==> config.mk <==
export PLATFORM = sky130hd
export DESIGN_NAME = rpn_stack_calculator
export DESIGN_NICKNAME = d
export VERILOG_FILES = /design/src/hdl/rpnc_pkg.sv /design/src/hdl/rpnc_div.sv /design/src/hdl/rpnc_dp.sv /design/src/hdl/rpnc_ctrl.sv /design/src/hdl/rpn_stack_calculator.sv
export VERILOG_INCLUDE_DIRS = /design/src /design/src/hdl
export SDC_FILE = /design/constraint.sdc
export NUM_CORES = 2
export LEC_CHECK = 0
export BUFFER_PORTS_ARGS = -buffer_cell sky130_fd_sc_hd__buf_2
export CAP_MARGIN = 20
export CORE_MARGIN = 5
export CORE_UTILIZATION = 66
export DETAILED_ROUTE_END_ITERATION = 6
export PLACE_DENSITY = 0.83
export RECOVER_POWER = 100
export SYNTH_ARGS = -nofsm -noshare
export SYNTH_HDL_FRONTEND = slang
export SYNTH_HIERARCHICAL = 1
export SYNTH_SLANG_ARGS = --single-unit
==> constraint.sdc <==
create_clock -name clk -period 11.3 [get_ports clk]
set_input_delay 1.695 -clock clk [delete_from_list [all_inputs] [get_ports clk]]
set_output_delay 1.695 -clock clk [all_outputs]
set_load 0.02 [all_outputs]
==> src/hdl/rpn_stack_calculator_macros.svh <==
// Assertion macros for the RPN stack calculator.
// Included by the top level; no other dependencies.
`ifndef RPN_STACK_CALCULATOR_MACROS_SVH
`define RPN_STACK_CALCULATOR_MACROS_SVH
`ifndef SYNTHESIS
`define RPNC_ASSERT_IMP(lbl, clk_s, rst_s, ante, cons) \
  lbl: assert property (@(posedge clk_s) disable iff (!rst_s) (ante) |-> (cons)) \
    else $error("rpnc assertion failed");
`define RPNC_ASSERT_NXT(lbl, clk_s, rst_s, ante, cons) \
  lbl: assert property (@(posedge clk_s) disable iff (!rst_s) (ante) |=> (cons)) \
    else $error("rpnc assertion failed");
`else
`define RPNC_ASSERT_IMP(lbl, clk_s, rst_s, ante, cons)
`define RPNC_ASSERT_NXT(lbl, clk_s, rst_s, ante, cons)
`endif
`endif

==> src/hdl/rpnc_pkg.sv <==
// Shared types and constants for the RPN stack calculator.
// No dependencies; used by controller, datapath, divider and top level.
`default_nettype none

package rpnc_pkg;

  localparam logic [1:0] REQ_PUSH  = 2'd0;
  localparam logic [1:0] REQ_OPER  = 2'd1;
  localparam logic [1:0] REQ_CLEAR = 2'd2;

  localparam logic [2:0] OP_ADD = 3'd0;
  localparam logic [2:0] OP_SUB = 3'd1;
  localparam logic [2:0] OP_MUL = 3'd2;
  localparam logic [2:0] OP_DIV = 3'd3;

  localparam logic signed [31:0] Q_MAX = 32'sh7FFF_FFFF;
  localparam logic signed [31:0] Q_MIN = 32'sh8000_0000;

  typedef enum logic [2:0] {
    ST_OK      = 3'd0,
    ST_UNDER   = 3'd1,
    ST_OVER    = 3'd2,
    ST_DIVZ    = 3'd3,
    ST_ILLEGAL = 3'd4
  } status_t;

  // controller -> datapath
  typedef struct packed {
    logic    cap;     // latch the input item
    logic    push;    // write pushed value, count up
    logic    clr;     // empty the stack
    logic    rd;      // read the two top entries
    logic    mul_go;  // register the product
    logic    div_go;  // start the divider
    logic    wb;      // write ALU result over the operands, count down
    logic    out_ld;  // load the output register
    status_t st;
  } cmd_t;

  // datapath -> controller
  typedef struct packed {
    logic [1:0] req;
    logic [2:0] op;
    logic       full;
    logic       lt2;
    logic       rhs_zero;
    logic       div_done;
  } sts_t;

endpackage

`default_nettype wire

==> src/hdl/rpnc_div.sv <==
// Iterative Q16.16 divider, one quotient bit per cycle, truncating and saturating.
// Depends on rpnc_pkg.
`default_nettype none

module rpnc_div
  import rpnc_pkg::*;
(
  input  logic               clk,
  input  logic               rst_n,
  input  logic               start,
  input  logic signed [31:0] lhs,
  input  logic signed [31:0] rhs,
  output logic               done,
  output logic signed [31:0] quo
);

  localparam int STEPS = 32;
  localparam int SW    = $clog2(STEPS);

  logic          busy_r;
  logic [SW-1:0] cnt_r;
  logic          done_r;
  logic [31:0]   rem_r;
  logic [31:0]   q_r;
  logic [31:0]   dvs_r;
  logic          neg_r;
  logic          ovf_r;

  logic [31:0] mag_l;
  logic [31:0] mag_r;
  logic        ovf_chk;
  logic [32:0] shifted;
  logic [32:0] diff;
  logic        ge;

  assign mag_l = lhs[31] ? (~lhs + 32'd1) : lhs;
  assign mag_r = rhs[31] ? (~rhs + 32'd1) : rhs;
  // quotient would need more than 32 bits: saturate without iterating the top bits
  assign ovf_chk = {16'd0, mag_l} >= {mag_r, 16'd0};

  assign shifted = {rem_r, q_r[31]};
  assign ge      = shifted >= {1'b0, dvs_r};
  assign diff    = shifted - {1'b0, dvs_r};

  always_ff @(posedge clk) begin
    if (!rst_n) begin
      busy_r <= 1'b0;
      cnt_r  <= '0;
      done_r <= 1'b0;
    end else begin
      done_r <= 1'b0;
      if (start) begin
        busy_r <= 1'b1;
        cnt_r  <= '0;
      end else if (busy_r) begin
        cnt_r <= cnt_r + SW'(1);
        if (cnt_r == SW'(STEPS - 1)) begin
          busy_r <= 1'b0;
          done_r <= 1'b1;
        end
      end
    end
  end

  always_ff @(posedge clk) begin
    if (start) begin
      // numerator is mag_l << 16; its top 16 bits seed the remainder
      rem_r <= {16'd0, mag_l[31:16]};
      q_r   <= {mag_l[15:0], 16'd0};
      dvs_r <= mag_r;
      neg_r <= lhs[31] ^ rhs[31];
      ovf_r <= ovf_chk;
    end else if (busy_r) begin
      rem_r <= ge ? diff[31:0] : shifted[31:0];
      q_r   <= {q_r[30:0], ge};
    end
  end

  always_comb begin
    if (ovf_r) begin
      quo = neg_r ? Q_MIN : Q_MAX;
    end else if (!neg_r) begin
      quo = q_r[31] ? Q_MAX : q_r;
    end else if (q_r[31] && (|q_r[30:0])) begin
      quo = Q_MIN;
    end else begin
      quo = ~q_r + 32'd1;
    end
  end

  assign done = done_r;

endmodule

`default_nettype wire

==> src/hdl/rpnc_dp.sv <==
// Datapath: operand stack memory, stack count, ALU with saturation, output register.
// Depends on rpnc_pkg and rpnc_div.
`default_nettype none

module rpnc_dp
  import rpnc_pkg::*;
#(
  parameter int STACK_DEPTH = 16
) (
  input  logic               clk,
  input  logic               rst_n,
  input  cmd_t               cmd,
  output sts_t               sts,
  input  logic [1:0]         in_req_type,
  input  logic signed [31:0] in_push_value,
  input  logic [2:0]         in_op_code,
  output logic signed [31:0] out_result_value,
  output logic [2:0]         out_status,
  output logic [4:0]         out_stack_depth
);

  localparam int CW = $clog2(STACK_DEPTH + 1);
  localparam int AW = $clog2(STACK_DEPTH);
  localparam logic [CW-1:0] DEPTH_C = CW'(STACK_DEPTH);

  logic signed [31:0] stack_mem [STACK_DEPTH];

  logic [CW-1:0]      count_r;
  logic [1:0]         req_r;
  logic [2:0]         op_r;
  logic signed [31:0] pv_r;
  logic signed [31:0] rhs_r;
  logic signed [31:0] lhs_r;
  logic signed [63:0] prod_r;
  logic signed [31:0] res_r;
  logic signed [31:0] out_res_r;
  status_t            out_st_r;
  logic [4:0]         out_depth_r;

  logic [CW-1:0]      cm1;
  logic [CW-1:0]      cm2;
  logic [CW+4:0]      cnt_ext;
  logic [32:0]        sum;
  logic [32:0]        dif;
  logic signed [63:0] rnd;
  logic signed [31:0] mul_sat;
  logic signed [31:0] alu_res;
  logic               div_done;
  logic signed [31:0] div_quo;

  function automatic logic signed [31:0] sat33(input logic [32:0] v);
    logic signed [31:0] r;
    if (v[32] != v[31]) begin
      r = v[32] ? Q_MIN : Q_MAX;
    end else begin
      r = v[31:0];
    end
    return r;
  endfunction

  assign cm1     = count_r - CW'(1);
  assign cm2     = count_r - CW'(2);
  assign cnt_ext = {5'd0, count_r};

  assign sum = {lhs_r[31], lhs_r} + {rhs_r[31], rhs_r};
  assign dif = {lhs_r[31], lhs_r} - {rhs_r[31], rhs_r};

  // round to nearest, ties up, then arithmetic shift by 16
  assign rnd = prod_r + 64'sd32768;
  always_comb begin
    if ((&rnd[63:47]) || !(|rnd[63:47])) begin
      mul_sat = rnd[47:16];
    end else begin
      mul_sat = rnd[63] ? Q_MIN : Q_MAX;
    end
  end

  rpnc_div u_div (
    .clk   (clk),
    .rst_n (rst_n),
    .start (cmd.div_go),
    .lhs   (lhs_r),
    .rhs   (rhs_r),
    .done  (div_done),
    .quo   (div_quo)
  );

  always_comb begin
    case (op_r)
      OP_ADD:  alu_res = sat33(sum);
      OP_SUB:  alu_res = sat33(dif);
      OP_MUL:  alu_res = mul_sat;
      OP_DIV:  alu_res = div_quo;
      default: alu_res = '0;
    endcase
  end

  always_ff @(posedge clk) begin
    if (cmd.push) begin
      stack_mem[count_r[AW-1:0]] <= pv_r;
    end else if (cmd.wb) begin
      stack_mem[cm2[AW-1:0]] <= alu_res;
    end
    if (cmd.rd) begin
      rhs_r <= stack_mem[cm1[AW-1:0]];
      lhs_r <= stack_mem[cm2[AW-1:0]];
    end
  end

  always_ff @(posedge clk) begin
    if (!rst_n) begin
      count_r <= '0;
    end else if (cmd.clr) begin
      count_r <= '0;
    end else if (cmd.push) begin
      count_r <= count_r + CW'(1);
    end else if (cmd.wb) begin
      count_r <= cm1;
    end
  end

  always_ff @(posedge clk) begin
    if (cmd.cap) begin
      req_r <= in_req_type;
      op_r  <= in_op_code;
      pv_r  <= in_push_value;
      res_r <= '0;
    end else if (cmd.push) begin
      res_r <= pv_r;
    end else if (cmd.wb) begin
      res_r <= alu_res;
    end
    if (cmd.mul_go) begin
      prod_r <= lhs_r * rhs_r;
    end
    if (cmd.out_ld) begin
      out_res_r   <= res_r;
      out_st_r    <= cmd.st;
      out_depth_r <= cnt_ext[4:0];
    end
  end

  assign sts.req      = req_r;
  assign sts.op       = op_r;
  assign sts.full     = count_r >= DEPTH_C;
  assign sts.lt2      = count_r < CW'(2);
  assign sts.rhs_zero = rhs_r == '0;
  assign sts.div_done = div_done;

  assign out_result_value = out_res_r;
  assign out_status       = out_st_r;
  assign out_stack_depth  = out_depth_r;

endmodule

`default_nettype wire

==> src/hdl/rpnc_ctrl.sv <==
// Controller state machine: sequences each item through the datapath.
// Depends on rpnc_pkg.
`default_nettype none

module rpnc_ctrl
  import rpnc_pkg::*;
(
  input  logic clk,
  input  logic rst_n,
  input  logic in_valid,
  output logic in_ready,
  output logic out_valid,
  input  logic out_ready,
  output cmd_t cmd,
  input  sts_t sts
);

  typedef enum logic [5:0] {
    S_IDLE = 6'b000001,
    S_DEC  = 6'b000010,
    S_EXEC = 6'b000100,
    S_MUL  = 6'b001000,
    S_DIV  = 6'b010000,
    S_FIN  = 6'b100000
  } state_t;

  state_t  state_r, state_nxt;
  status_t st_r, st_nxt;
  logic    out_valid_r, out_valid_nxt;

  always_comb begin
    state_nxt     = state_r;
    st_nxt        = st_r;
    out_valid_nxt = out_valid_r;
    cmd           = '0;
    cmd.st        = st_r;

    if (out_ready) begin
      out_valid_nxt = 1'b0;
    end

    unique case (state_r)
      S_IDLE: begin
        if (in_valid) begin
          cmd.cap   = 1'b1;
          st_nxt    = ST_OK;
          state_nxt = S_DEC;
        end
      end
      S_DEC: begin
        state_nxt = S_FIN;
        case (sts.req)
          REQ_PUSH: begin
            if (sts.full) begin
              st_nxt = ST_OVER;
            end else begin
              cmd.push = 1'b1;
            end
          end
          REQ_OPER: begin
            // depth is checked before the operator code
            if (sts.lt2) begin
              st_nxt = ST_UNDER;
            end else if (sts.op > OP_DIV) begin
              st_nxt = ST_ILLEGAL;
            end else begin
              cmd.rd    = 1'b1;
              state_nxt = S_EXEC;
            end
          end
          REQ_CLEAR: cmd.clr = 1'b1;
          default: ;
        endcase
      end
      S_EXEC: begin
        state_nxt = S_FIN;
        case (sts.op)
          OP_ADD, OP_SUB: cmd.wb = 1'b1;
          OP_MUL: begin
            cmd.mul_go = 1'b1;
            state_nxt  = S_MUL;
          end
          OP_DIV: begin
            if (sts.rhs_zero) begin
              st_nxt = ST_DIVZ;
            end else begin
              cmd.div_go = 1'b1;
              state_nxt  = S_DIV;
            end
          end
          default: ;
        endcase
      end
      S_MUL: begin
        cmd.wb    = 1'b1;
        state_nxt = S_FIN;
      end
      S_DIV: begin
        if (sts.div_done) begin
          cmd.wb    = 1'b1;
          state_nxt = S_FIN;
        end
      end
      S_FIN: begin
        // wait for the output register to free up
        if (!out_valid_r || out_ready) begin
          cmd.out_ld    = 1'b1;
          out_valid_nxt = 1'b1;
          state_nxt     = S_IDLE;
        end
      end
      default: state_nxt = S_IDLE;
    endcase
  end

  always_ff @(posedge clk) begin
    if (!rst_n) begin
      state_r     <= S_IDLE;
      st_r        <= ST_OK;
      out_valid_r <= 1'b0;
    end else begin
      state_r     <= state_nxt;
      st_r        <= st_nxt;
      out_valid_r <= out_valid_nxt;
    end
  end

  assign in_ready  = state_r == S_IDLE;
  assign out_valid = out_valid_r;

endmodule

`default_nettype wire

==> src/hdl/rpn_stack_calculator.sv <==
// RPN stack calculator, Q16.16 operands on a stack of STACK_DEPTH entries.
// Input channel (in_*): req_type push / operate / clear, push_value, op_code.
// Output channel (out_*): one result per input item: result_value, status,
// stack_depth (entries after the item, modulo 32), each a valid/ready transfer.
// One item is in work at a time; in_ready is high only while the block is idle.
// Path from input transfer to out_valid: decode then finish for push, clear,
// ignored requests and faults found at decode (overflow, underflow, illegal
// operator); add/subtract and divide by zero also pass an execute state,
// multiply adds a product state, and divide waits on the bit-serial divider (32
// iterations, one quotient bit per cycle). in_ready rises in the same cycle
// as out_valid, so the next item can enter while that result still waits.
// If the receiver stalls, the finished result holds in the output register;
// the next item is processed and then waits for that register to drain.
// Reset (rst_n, synchronous, active low) empties the stack and drops out_valid;
// stack contents are not cleared, only the count.
// Depends on rpnc_pkg, rpnc_ctrl, rpnc_dp and the assertion macro header.
`default_nettype none
`include "rpn_stack_calculator_macros.svh"

module rpn_stack_calculator
  import rpnc_pkg::*;
#(
  parameter int STACK_DEPTH = 16
) (
  input  logic               clk,
  input  logic               rst_n,
  input  logic               in_valid,
  output logic               in_ready,
  input  logic [1:0]         in_req_type,
  input  logic signed [31:0] in_push_value,
  input  logic [2:0]         in_op_code,
  output logic               out_valid,
  input  logic               out_ready,
  output logic signed [31:0] out_result_value,
  output logic [2:0]         out_status,
  output logic [4:0]         out_stack_depth
);

  cmd_t cmd;
  sts_t sts;

  rpnc_ctrl u_ctrl (
    .clk       (clk),
    .rst_n     (rst_n),
    .in_valid  (in_valid),
    .in_ready  (in_ready),
    .out_valid (out_valid),
    .out_ready (out_ready),
    .cmd       (cmd),
    .sts       (sts)
  );

  rpnc_dp #(
    .STACK_DEPTH (STACK_DEPTH)
  ) u_dp (
    .clk              (clk),
    .rst_n            (rst_n),
    .cmd              (cmd),
    .sts              (sts),
    .in_req_type      (in_req_type),
    .in_push_value    (in_push_value),
    .in_op_code       (in_op_code),
    .out_result_value (out_result_value),
    .out_status       (out_status),
    .out_stack_depth  (out_stack_depth)
  );

  `RPNC_ASSERT_NXT(a_busy_after_xfer, clk, rst_n, in_valid && in_ready, !in_ready)
  `RPNC_ASSERT_IMP(a_push_not_full, clk, rst_n, cmd.push, !sts.full)
  `RPNC_ASSERT_IMP(a_one_stack_update, clk, rst_n, 1'b1, $onehot0({cmd.push, cmd.wb, cmd.clr}))
  `RPNC_ASSERT_IMP(a_fault_zero_result, clk, rst_n, out_valid && (out_status != ST_OK), out_result_value == '0)

endmodule

`default_nettype wire
# Yosys cells after proc, flatten, opt, wreduce, memory -nomap -nowiden
# Memories as Yosys holds them, arrays and structs flattened. A register that Yosys moved wholly into a read port is not among the register bits.
# Index checks and enable logic that the tools add are counted.
# word_totals
ram_bits	512
n_memories	1
ff_bits	293
input_bits	41
output_inout_bits	42
# mem_list
memory	words	word_bits	read_ports	rd_ports_with_merged_regs	wr	line	text
u_dp.stack_mem	16	32	2	2	1	rpnc_dp.sv:26	logic signed [31:0] stack_mem [STACK_DEPTH];
# classes
n_addsub	11
muxes	73
reduce_logical	21
multipliers	1
order_cmp	5
bitwise	6
n_eq_ne	22
# ops
op	n
$mux W32	18
$pmux W32 S4	1
$add A32 B1 Y32 const B	3
$not A32 Y32	3
$add A64 B17 Y64 const B	1
$mul A32 B32 Y64	1
$ge A32 B48 Y1	1
$mux W6	7
$pmux W6 S6	1
$add A32 B32 Y33	1
$ge A33 B32 Y1	1
$sub A32 B32 Y33	1
$logic_not A32 Y1	1
$mux W16	2
$reduce_or A32 Y1	1
$sub A32 B32 Y32	1
$mux W31	1
$reduce_or A31 Y1	1
$mux W1	28
$mux W3	7
$reduce_and A17 Y1	1
$reduce_or A17 Y1	1
$pmux W6 S2	1
$add A5 B1 Y5 const B	2
40 further kinds	53

# Depth between registers and ports, before layout
# logic_depth
depth_word	9
depth_mapped	31
mapped_depth_nobuf	29

# Cells and area by module
# Netlist, hierarchy kept.
# modules_own_cells
module	cells_each	area_per_inst_um2	seq_area_each_um2	n_inst
rpnc_dp	6053	71721.3	21820.9	1
rpnc_div	1083	9033.7	2762.6	1
rpnc_ctrl	83	671.9	200.2	1

# Worst setup path after synthesis
# Ideal clock, no wire load.
# synth_path
kind	register to register
start	register u_dp.lhs_r[31], read port of u_dp.stack_mem
end	register u_dp.prod_r[63] (data pin)
stages_incl_launch_ff	27
setup_time_ps	260
period_less_slack_ps	8737
n_path_buf	2
arrival_time_ps	8477
setup_slack_ps	2563
path_cell_list	edfxtp_1 -> clkbuf_1 -> inv_1 -> buf_1 -> nor2_1 -> fa_1 -> fa_1 -> fa_1 -> fa_1 -> inv_1 -> fa_1 -> inv_1 -> fa_1 -> inv_1 -> fa_1 -> inv_1 -> fa_1 -> ha_1 -> a21o_1 -> a21oi_1 -> o21ai_0 -> a211oi_1 -> a21bo_2 -> a221o_1 -> a2111oi_0 -> o21ba_2 -> xnor2_1
# synth_between
elab_chain_cells	1
# synth_lines
element	line	text
start, declared	rpnc_dp.sv:33	logic signed [31:0] lhs_r;
$mul A32 B32 Y64	rpnc_dp.sv:134	prod_r <= lhs_r * rhs_r;
end signal, assigned	rpnc_dp.sv:134	
end, declared	rpnc_dp.sv:34	logic signed [63:0] prod_r;
# Every way passes these cells.
# A chain may end at the register's enable or synchronous reset.

==> impl_results.md <==
* Number of storage elements in the synthesis netlist at between 800 and 900
* Die Ht at around 360 microns
* Tightest Pin Transition at 4.88 ns
* Library cell with the largest summed area after synthesis: edfxtp_1
* Power Dens Cells at 78.6 mW/mm^2
* Count of hold buffers inserted by post-cts repair at 0
* Remaining global-route overflow at 0
* Initial standard-cell utilization of the core at 0.666
* Post-synth design cell area at 0.0814 sq mm
* Leading cell types in the layout, fill and taps excluded: 1156 x inv_1, 1084 x fa_1, 768 x edfxtp_1
* Total power of the final layout at between 6 and 7 mW
* Endpoint of the worst-slack reg-to-reg timing path: u_dp/stack_mem[14][16]$_DFFE_PP_
* # Post-CTS Setup Buffers at 0
* HP Class: register to register
* Deepest level of the CTS H-tree at 3
* Floorplan die area at roughly 0.13 sq mm
* Antenna violations before repair at 20
* Pin count of the biggest net entering global routing at 74
* Number of enable flip-flop cells after synthesis at ~770
* Per-cell via count in the routed design at about 6.9
* Count of buffers inserted at the top-level ports at 82
* Minimum period implied by the final worst setup slack at ~11 ns
* Overall via count from detail_route at between 60000 and 70000
* Synthesis warning total at 6
* CP Capture Type: register
* Total clock buffers created by CTS at 84
* Synth Area per Inst at approximately 11 sq um
* Critical Path Sink: u_dp/stack_mem[14][16]$_DFFE_PP_
* Max rail drop VDD at between 0.15 and 0.2 mV
* Critical path launch point type: register
* Data required time at the worst endpoint at around 12 ns
* Clock Skew at about 0.094 ns
* GR Util All Layers at 0.411
* Number of distinct library cell variants in the gate-level netlist after synthesis at ~100
* Post-DR wirelength/cell at between 30 and 40 microns
* Global-route wire length before repair at approximately 400 mm
* Multi-input gate area in the final layout at just over 0.05 sq mm
* Most frequent standard cell in the layout excluding fill and tap cells: inv_1
* ANT nets after route at 0
* Clk Tree Root Cell: clkbuf_16
* Max-cap violations at 28
* Post-synthesis instance total at 7219
* Proportion of netlist area held by the largest area contributor at 0.283
* Worst setup slack for register-to-register paths at 0.47 ns
* Worst Reg-to-Reg Cells at 9
* Worst relative slew slack at -2.25
* Proportion of register bits with asynchronous set or reset after synthesis at 0
* Violations in the final reports: DRC, capacitance limit, slew limit
* Area contributors post-synth: edfxtp_1 28%, fa_1 27%, mux4_2 8.9%
* TritonCTS clock tree: done
* Starting DRC count in detailed routing at roughly 8500
* DR pass1 iterations at 7
* Run status: finished with violations
* Ratio of cells with drive above 1 in the final layout at 0.0939
* Part of the cycle the worst path needs at 0.958
* Post-cts resize count at 0
* Area taken by flip-flops and latches at between 0.02 and 0.025 sq mm
* Static power due to leakage at 35.1 nW
* Startpoint of the most critical register-to-register path: u_ctrl/state_r[2]$_SDFFE_PN0P_
* Remaining design rule violation count at 11
* Post-synthesis net count at slightly below 9000
* Startpoint of the most critical setup path: u_ctrl/state_r[2]$_SDFFE_PN0P_
* Final setup vio count at 0
* Post-DP HPWL at 187 mm
* Clk slew on worst S/H paths at about 0.060 ns
* Width of the die at 361 microns
* Upper clock frequency limit at between 90 and 100 MHz
* Via count of the first global-routing pass at around 63000
* Share of synthesized area occupied by flip-flops and latches at 0.304
* Total detailed-routing wirelength at approximately 270 mm
* Number of sinks on the clock net at 854
* Instance count after placement with tap cells included at roughly 8700
* Clock latency at the later pin of the worst-skew pair at approximately 0.74 ns
* Placeable core area at 0.122 sq mm
* Fill cells at roughly 8200
* Placer Congestion at about 1.0
* Number of cells in the finished layout apart from fillers at roughly 8900
* Worst Path Max Fanout at 73
* Worst slack, placed at between 1.5 and 2 ns
* Number of pins exceeding their max-slew limit in the final report at approximately 1100
* Count of endpoints failing hold in the final timing report at 0
* Number of buffers on the longest clock path at 3
* Unrepaired setup endpoints after global routing: false
* Summed negative setup slack over all endpoints at 0 ns
* Total Nets Final at 8586
* Area growth, synth to finish at 6.06%
* Top-Level Pins at between 80 and 90
* WP data arrival at ~11 ns
* Worst path setup slack after routing at about 0.47 ns
* Total number of placement rows at about 130
* Leading register cell type out of synthesis: edfxtp_1
* Startpoint-to-endpoint class of the critical path: register to register
## report_power, final
part	internal, mW	total, mW	switching [mW]
combinational	0.0925	0.295	0.202
clock	1.60	2.97	1.37
sequential	3.50	3.53	0.0315
## cells in the mapped netlist, drive strengths merged, types with 54 or more instances
| library cell | number |
|---|---|
| a21o | 54 |
| a21oi | 222 |
| and2 | 477 |
| clkbuf | 352 |
| dfxtp | 86 |
| edfxtp | 768 |
| fa | 1084 |
| ha | 305 |
| inv | 1157 |
| mux4 | 320 |
| nand2 | 728 |
| nand3 | 65 |
| nor2 | 291 |
| nor3 | 82 |
| o21ai | 166 |
| xnor2 | 166 |
| xor2 | 79 |
## per-layer routing
layer	GRT usage	vias up	wire length, microns
met3	0.120	1445	36600
met2	0.634	5185	122000
li1	-	24026	-
met5	0	-	132
met4	0.283	14	23800
met1	0.506	30394	87600
## area by class of cell
type	count	area share
Clock buffer	113	0.0271
Timing Repair Buffer	254	0.0172
Antenna cell	15	0.000435
Sequential cell	854	0.287
Multi-Input combinational cell	4803	0.589
Inverter	1159	0.0504
Tap cell	1625	0.0235
Clock inverter	38	0.00565
## state kept, by name, indices dropped and copies added, names as in the netlist, 3 cells and up
name,count
u_dp/op_r,3
u_dp/rhs_r,32
u_dp/u_div/q_r,32
u_dp/u_div/cnt_r,5
u_dp/out_result_value,32
u_ctrl/state_r,6
u_dp/u_div/rem_r,32
u_dp/prod_r,49
u_dp/pv_r,32
u_ctrl/st_r,3
u_dp/u_div/dvs_r,32
u_dp/out_status,3
u_dp/lhs_r,32
u_dp/stack_mem,512
u_dp/out_stack_depth,5
u_dp/count_r,5
u_dp/res_r,32
## worst min-delay path by stage
stage | to | slack, ns | cells after the start | start
floorplan | u_dp/out_result_value[0]$_DFFE_PP_ | 0.40 | 0 | u_dp/res_r[0]$_SDFFE_PP0P_
global placement | u_dp/out_result_value[2]$_DFFE_PP_ | 0.41 | 0 | u_dp/res_r[2]$_SDFFE_PP0P_
detailed placement | u_dp/out_result_value[5]$_DFFE_PP_ | 0.41 | 0 | u_dp/res_r[5]$_SDFFE_PP0P_
CTS | u_dp/out_result_value[5]$_DFFE_PP_ | 0.43 | 0 | u_dp/res_r[5]$_SDFFE_PP0P_
global route | u_dp/out_status[2]$_DFFE_PP_ | 0.45 | 0 | u_ctrl/st_r[2]$_SDFFE_PN0P_
finish | u_dp/out_status[2]$_DFFE_PP_ | 0.43 | 0 | u_ctrl/st_r[2]$_SDFFE_PN0P_
## per-stage QoR
stage | hold slack, ns | cell area (sq um) | utilization
after global placement | 0.406 | 83700 | 0.685
after detailed placement | 0.411 | 83700 | 0.685
final | 0.430 | 86400 | 0.707
after global routing | 0.450 | 86300 | 0.706
after floorplan | 0.400 | 81400 | -
after CTS | 0.426 | 86600 | 0.708
## kinds of logic after synthesis
kind of cell               Yosys count  synth area share
DFF                                854             0.304
adders and majority gates         1390             0.313
muxes                              356            0.0931
AOI/OAI and AO/OA                  822            0.0678
xor gates and xnor gates           245            0.0264
and+or+nand+nor                   1990             0.123
buffers and inverters             1562            0.0724
## worst max-delay path, stage by stage, from the launching register on
cell      delay, ns
dfxtp_1        0.35
or4_1          0.68
or2_0          0.39
nor4_1         0.23
clkbuf_1       2.97
nand2b_2       0.52
clkbuf_1       2.37
a32oi_1        1.09
nor2_4         0.80
clkbuf_2       0.95
Power figures use the tool's default switching activity.
